[src/rtl/core/piqt_pkg.sv]
// Shared types, constants and sequencer states of the point-in-quad test.
`timescale 1ns / 1ps
package piqt_pkg;

    // Polygon corners that take part in the test (three or four).
    localparam int CORNER_COUNT = 4;
    // Configuration registers are always stored for four corners.
    localparam int REG_COUNT    = 8;
    localparam int REG_IDX_W    = $clog2(REG_COUNT);
    localparam int CFG_IDX_W    = REG_IDX_W + 1;

    localparam int COORD_W      = 16;
    localparam int POINT_W      = 12;
    localparam int FRAC_W       = 4;
    localparam int DIFF_W       = COORD_W + 1;
    localparam int PROD_W       = 2 * DIFF_W;
    localparam int ACC_W        = PROD_W + 1;
    localparam int EDGE_W       = $clog2(CORNER_COUNT);

    typedef logic signed [COORD_W-1:0] t_coord;
    typedef logic signed [POINT_W-1:0] t_point;
    typedef logic signed [DIFF_W-1:0]  t_diff;
    typedef logic signed [ACC_W-1:0]   t_acc;
    typedef t_coord t_corner_vec [CORNER_COUNT];

    // Command from the sequencer to the shared multiply-accumulate unit.
    typedef struct packed {
        logic              en;
        logic              sub;
        logic signed [DIFF_W-1:0] a;
        logic signed [DIFF_W-1:0] b;
    } t_mac_cmd;

    typedef enum logic [2:0] {
        ST_IDLE,
        ST_LHS,
        ST_RHS,
        ST_EVAL,
        ST_DONE
    } t_state;

endpackage

[src/rtl/core/piqt_seq.sv]
// Edge sequencer: walks the polygon edges and drives the shared MAC unit.
`timescale 1ns / 1ps
module piqt_seq (
    input  logic                  i_clk,
    input  logic                  i_rst_n,
    input  logic                  i_start,
    input  piqt_pkg::t_point      i_point_x,
    input  piqt_pkg::t_point      i_point_y,
    input  piqt_pkg::t_corner_vec i_cx,
    input  piqt_pkg::t_corner_vec i_cy,
    input  piqt_pkg::t_acc        i_acc,
    input  logic                  i_slot_free,
    output piqt_pkg::t_mac_cmd    o_cmd,
    output logic                  o_idle,
    output logic                  o_done,
    output logic                  o_inside
);
    import piqt_pkg::*;

    t_state              r_state;
    t_state              n_state;
    logic [EDGE_W-1:0]   r_edge;
    logic [EDGE_W-1:0]   n_edge;
    logic                r_inside;
    logic                n_inside;
    t_coord              r_px;
    t_coord              r_py;

    logic [EDGE_W-1:0]   w_prev;
    logic                w_last;
    t_coord              w_xi;
    t_coord              w_yi;
    t_coord              w_xj;
    t_coord              w_yj;
    logic                w_straddle;
    logic                w_dy_neg;
    logic                w_left;

    // Edge runs from corner j (the previous one, cyclically) to corner i.
    assign w_prev = (r_edge == '0) ? EDGE_W'(CORNER_COUNT - 1) : r_edge - EDGE_W'(1);
    assign w_last = (r_edge == EDGE_W'(CORNER_COUNT - 1));
    assign w_xi   = i_cx[r_edge];
    assign w_yi   = i_cy[r_edge];
    assign w_xj   = i_cx[w_prev];
    assign w_yj   = i_cy[w_prev];

    assign w_straddle = ((w_yi <= r_py) && (r_py < w_yj)) ||
                        ((w_yj <= r_py) && (r_py < w_yi));
    assign w_dy_neg   = (w_yj < w_yi);
    // The accumulator holds lhs - rhs; the sense flips with the sign of dy.
    assign w_left     = w_dy_neg ? (!i_acc[ACC_W-1] && (i_acc != '0))
                                 : i_acc[ACC_W-1];

    always_comb begin
        n_state = r_state;
        case (r_state)
            ST_IDLE: begin
                if (i_start) begin
                    n_state = ST_LHS;
                end
            end
            ST_LHS:  n_state = ST_RHS;
            ST_RHS:  n_state = ST_EVAL;
            ST_EVAL: n_state = w_last ? ST_DONE : ST_LHS;
            ST_DONE: begin
                if (i_slot_free) begin
                    n_state = ST_IDLE;
                end
            end
            default: n_state = ST_IDLE;
        endcase
    end

    always_comb begin
        o_cmd    = '0;
        n_edge   = r_edge;
        n_inside = r_inside;
        case (r_state)
            ST_IDLE: begin
                n_edge   = '0;
                n_inside = 1'b0;
            end
            ST_LHS: begin
                o_cmd.en  = 1'b1;
                o_cmd.sub = 1'b0;
                o_cmd.a   = DIFF_W'(r_px) - DIFF_W'(w_xi);
                o_cmd.b   = DIFF_W'(w_yj) - DIFF_W'(w_yi);
            end
            ST_RHS: begin
                o_cmd.en  = 1'b1;
                o_cmd.sub = 1'b1;
                o_cmd.a   = DIFF_W'(w_xj) - DIFF_W'(w_xi);
                o_cmd.b   = DIFF_W'(r_py) - DIFF_W'(w_yi);
            end
            ST_EVAL: begin
                n_inside = r_inside ^ (w_straddle && w_left);
                n_edge   = r_edge + EDGE_W'(1);
            end
            ST_DONE: begin
                n_edge = '0;
            end
            default: begin
                n_edge = '0;
            end
        endcase
    end

    always_ff @(posedge i_clk) begin
        if (!i_rst_n) begin
            r_state  <= ST_IDLE;
            r_edge   <= '0;
            r_inside <= 1'b0;
        end else begin
            r_state  <= n_state;
            r_edge   <= n_edge;
            r_inside <= n_inside;
        end
    end

    // Query point scaled from whole pixels to Q12.4.
    always_ff @(posedge i_clk) begin
        if (i_start && (r_state == ST_IDLE)) begin
            r_px <= {i_point_x, {FRAC_W{1'b0}}};
            r_py <= {i_point_y, {FRAC_W{1'b0}}};
        end
    end

    assign o_idle   = (r_state == ST_IDLE);
    assign o_done   = (r_state == ST_DONE);
    assign o_inside = r_inside;

endmodule

[config.mk]
export PLATFORM = sky130hd
export DESIGN_NAME = piqt_seq
export DESIGN_NICKNAME = d
export VERILOG_FILES = /design/src/rtl/core/piqt_pkg.sv /design/src/rtl/core/piqt_seq.sv
export SDC_FILE = /design/constraint.sdc
export NUM_CORES = 1
export LEC_CHECK = 0
export BUFFER_PORTS_ARGS = -buffer_cell sky130_fd_sc_hd__buf_2
export CELL_PAD_IN_SITES_DETAIL_PLACEMENT = 0
export CELL_PAD_IN_SITES_GLOBAL_PLACEMENT = 1
export CORE_MARGIN = 3
export CORE_UTILIZATION = 37
export CTS_BUF_LIST = sky130_fd_sc_hd__clkbuf_4 sky130_fd_sc_hd__clkbuf_8 sky130_fd_sc_hd__clkbuf_16
export CTS_CLUSTER_DIAMETER = 50
export CTS_CLUSTER_SIZE = 25
export DETAILED_ROUTE_END_ITERATION = 8
export PLACE_DENSITY = 0.95
export RECOVER_POWER = 100
export SYNTH_ARGS = -nofsm -noshare
export SYNTH_HDL_FRONTEND = slang
export SYNTH_SLANG_ARGS = --single-unit
[constraint.sdc]
create_clock -name i_clk -period 7.29 [get_ports i_clk]
set_clock_uncertainty 0.05 [all_clocks]
set_input_delay 2.187 -clock i_clk [delete_from_list [all_inputs] [get_ports i_clk]]
set_output_delay 2.187 -clock i_clk [all_outputs]
set_load 0.005 [all_outputs]
==> results.cfg <==
[global_routing]
grt_first_pass_wirelength_um = 30300
grt_max_degree = 42
vias_in_the_first_global_route = 5983
grt_antenna_before_repair = 0
grt.total_usage_pct = 22.9
global_route_total_overflow = 0

[synthesis]
synth-edff-count = 24
ys_ff_latch = 30
synth-warning-count = 0
synth_top_cell_by_area = sky130_fd_sc_hd__mux4_2
synthesis.instances = 607
post_synth.cell_area_avg_um2 = 9.28
synth_largest_type_area_fraction_pct = 25.6
postSynth.topFlopCell = sky130_fd_sc_hd__edfxtp_1
synth.area.top_cells = sky130_fd_sc_hd__mux4_2 (26%), sky130_fd_sc_hd__ha_1 (14%), sky130_fd_sc_hd__edfxtp_1 (13%)
post_synth_num_cell_types = 65
synth_nets = 861
async_reset_ff_share_pct = 0
synth_seq_area_share_pct = 14.9
total_standard_cell_area_after_synthesis_um2 = 5630

[sta]
worst_slack_ns = -0.0130
maxSlewViolCount = 0
final_period_minus_worst_setup_slack_ns = 7.30
grt_setup_unrepaired = true
setup_violations = 1
max_slew.worst_pin.slew_ns = 1.24
fin_setup_tns_ns = -0.0130
finalHoldViolations = 0
achievable-frequency_ghz = 0.137
slew_headroom_pct = 17.6
fin_crit_sh_pct = 100

[drt]
met1Wirelength_um = 8500
routed_wl_um = 20100
detailroute.wirelength.met3_um = 1350
postRouteAntennaNets = 0
met2_wirelength_um = 9710
detail_route.vias_per_cell = 5.78
drt_pass1_iterations = 5
routed_wire_per_std_cell_um = 19.2
vias = 6056
drc_violation_total_after_the_first_tritonroute_iteration = 313
post-route-drc-count = 0
top_layer = met4

[cts]
cts-buffers-inserted = 5
clock_sinks = 30
clock-root-buffer = sky130_fd_sc_hd__clkbuf_16
clock_latency_ns = 0.28
cts_tree = yes
cts.clk_slew.worst_paths_ns = 0.06
post_cts_hold_buffer_count = 0
clockBufferDepth = 2
htree_levels = 2

[floorplan]
die_area_um2 = 16700
initial_core_util_pct = 38.3
floorplan.rows = 44
die_y_um = 129
placeableCoreArea_um2 = 14700
fp.dieW_um = 129
pin_count = 230

[power]
p_clk_share_pct = 22.9
comb_power_share_pct = 60.0
p_total_mw = 1.28
peakVddDrop_mv = 0.108
intPower_mw = 0.774
net_switching_share_of_the_total_power_pct = 39.6
leakage_nw = 3.44
power_frac_seq_pct = 17.1
power.switching_mw = 0.507
cellPowerDensity_nw_per_um2 = 170

[hold_path]
hold_path_class = reg -> reg
worstHoldStart = o_inside
hold_end = o_inside
hold_path_depth = 2

[critical_path]
critPathMaxFanout = 2
timing.rr.start = r_edge[0]
timing.setup.critical_path_class = in -> out
worst-endpoint-arrival_ns = 5.07
reg2reg_to = o_inside
critPathMostFrequentCell = sky130_fd_sc_hd__a21oi_2
worst_setup_path_end_kind = output port
crit_required_ns = 5.05
regToRegSetupSlack_ns = 2.65
max_stage_delay_ns = 0.52
crit_chain = buf_6, mux4_2, ha_4, fa_2, nor2b_2, o21ai_2, a21oi_2, o211ai_1, a31oi_2, a221o_1, a21oi_2, or4b_1, nand3_1, buf_2
cpMaxStageDelayCell = sky130_fd_sc_hd__mux4_2
r2r.worst_path.cells = 15
critical_path.startpoint_type = primary input

[cells_and_area]
register_area_um2 = 843
finish.net_count = 1116
final.fill_count = 1392
n_antenna_cell = 0
postLayoutCoreUtil_pct = 51.3
area_delta_synth_final_pct = 34.0
mostFrequentLayoutCells = sky130_fd_sc_hd__buf_2 (205), sky130_fd_sc_hd__mux4_2 (65), sky130_fd_sc_hd__ha_1 (59)
drive_gt1_share_pct = 41.1
final_common_cell = sky130_fd_sc_hd__buf_2
multi_input_area_um2 = 4560

[status]
violations_in_the_final_reports = setup timing
run_status = finished with violations

[run]
maxCapViolations = 0

[placement]
io_buffers = 229
gp_congestion = 0.927
place_hpwl_um = 15800
logic make-up (layout without fill, tap and decap cells):
logic type,after synthesis,after routing,share of synthesized area [%]
simple gates,192,192,17.1
compound gates,130,130,15.0
buf+inv,85,341,5.91
mux,70,70,27.1
fa+ha+maj,63,63,14.3
xor+xnor,37,37,5.75
flops,30,30,14.9
power groups by stage:
stage | clock, mW | sequential [mW] | combinational, mW
2_1_floorplan | 0 | 0.216 | 0.464
3_3_place_gp | 0 | 0.222 | 0.703
3_5_place_dp | 0 | 0.222 | 0.713
4_1_cts | 0.297 | 0.219 | 0.743
5_1_grt | 0.301 | 0.222 | 0.845
6_report | 0.293 | 0.219 | 0.768
state kept, by name, indices dropped and copies added, names as in the netlist:
| signal | flops |
|---|---|
| o_inside | 1 |
| r_edge | 2 |
| r_px | 12 |
| r_py | 12 |
| r_state | 3 |
what timing repair did:
| item | 4_1_cts | 5_1_grt |
|---|---|---|
| setup endpoints to repair | 4 | 11 |
| gates cloned | 0 | 0 |
| pin swaps | 12 | 22 |
| gates resized for setup | 16 | 20 |
| setup buffers | 10 | 8 |
layout make-up:
type,instances,area share [%]
clock buffers,6,1.84
clock inverters,2,0.796
inverters,59,2.94
multi-input cells,492,60.4
flip-flops and latches,30,11.2
well taps,184,3.05
repair buffers,274,19.8
routing by layer:
layer / up-vias / GRT usage (%)
met5: - / 0
met4: 0 / 7.91
met3: 38 / 2.60
met2: 299 / 38.9
met1: 2905 / 30.4
li1: 2814 / -
per-stage QoR:
stage                     hold WS [ns]  area, µm²  cells  worst slack [ns]
after global placement           0.437       7100   1021            -0.291
final                            0.455       7540   1047           -0.0130
after floorplan                  0.437       5630    607             0.204
after detailed placement         0.442       7100   1021            -0.321
after CTS                        0.457       7440   1039           -0.0420
after global routing             0.508       7540   1047           -0.0834
Yosys cell counts (6+ instances only):
cell type and n:
sky130_fd_sc_hd__nor3_1 10, sky130_fd_sc_hd__nand2b_1 13, sky130_fd_sc_hd__a31oi_1 6, sky130_fd_sc_hd__xnor2_1 22
sky130_fd_sc_hd__xor2_1 15, sky130_fd_sc_hd__a21o_1 14, sky130_fd_sc_hd__a21oi_1 32, sky130_fd_sc_hd__o22ai_1 11
sky130_fd_sc_hd__o21ai_0 19, sky130_fd_sc_hd__o21ai_1 6, sky130_fd_sc_hd__and2_1 10, sky130_fd_sc_hd__nand4_1 8
sky130_fd_sc_hd__nor4_1 10, sky130_fd_sc_hd__nor2b_1 11, sky130_fd_sc_hd__nor2_1 46, sky130_fd_sc_hd__ha_1 61
sky130_fd_sc_hd__nand2_1 54, sky130_fd_sc_hd__buf_1 7, sky130_fd_sc_hd__inv_1 58, sky130_fd_sc_hd__dfxtp_1 6
sky130_fd_sc_hd__clkbuf_1 15, sky130_fd_sc_hd__o21a_1 7, sky130_fd_sc_hd__nand3_1 6, sky130_fd_sc_hd__mux4_2 64
sky130_fd_sc_hd__edfxtp_1 24
worst max-delay path by stage:
stage,start,to,slack (ns),depth (start not counted)
floorplan,i_cy[0],o_cmd[14],0.20,12
global placement,i_cy[0],o_cmd[14],-0.29,14
detailed placement,i_cy[0],o_cmd[14],-0.32,14
CTS,i_cy[0],o_cmd[14],-0.04,14
global route,i_cy[48],o_cmd[16],-0.08,17
finish,i_cy[0],o_cmd[14],-0.01,14
critical path, delay by kind of cell:
family,cells,cell delay [ns]
adder cells (fa/ha/maj),2,0.56
AO/OA/AOI/OAI,6,0.92
multiplexers,1,0.52
AND/OR/NAND/NOR,3,0.68
buffers and inverters,2,0.21
(Power assumes the default switching activity.)
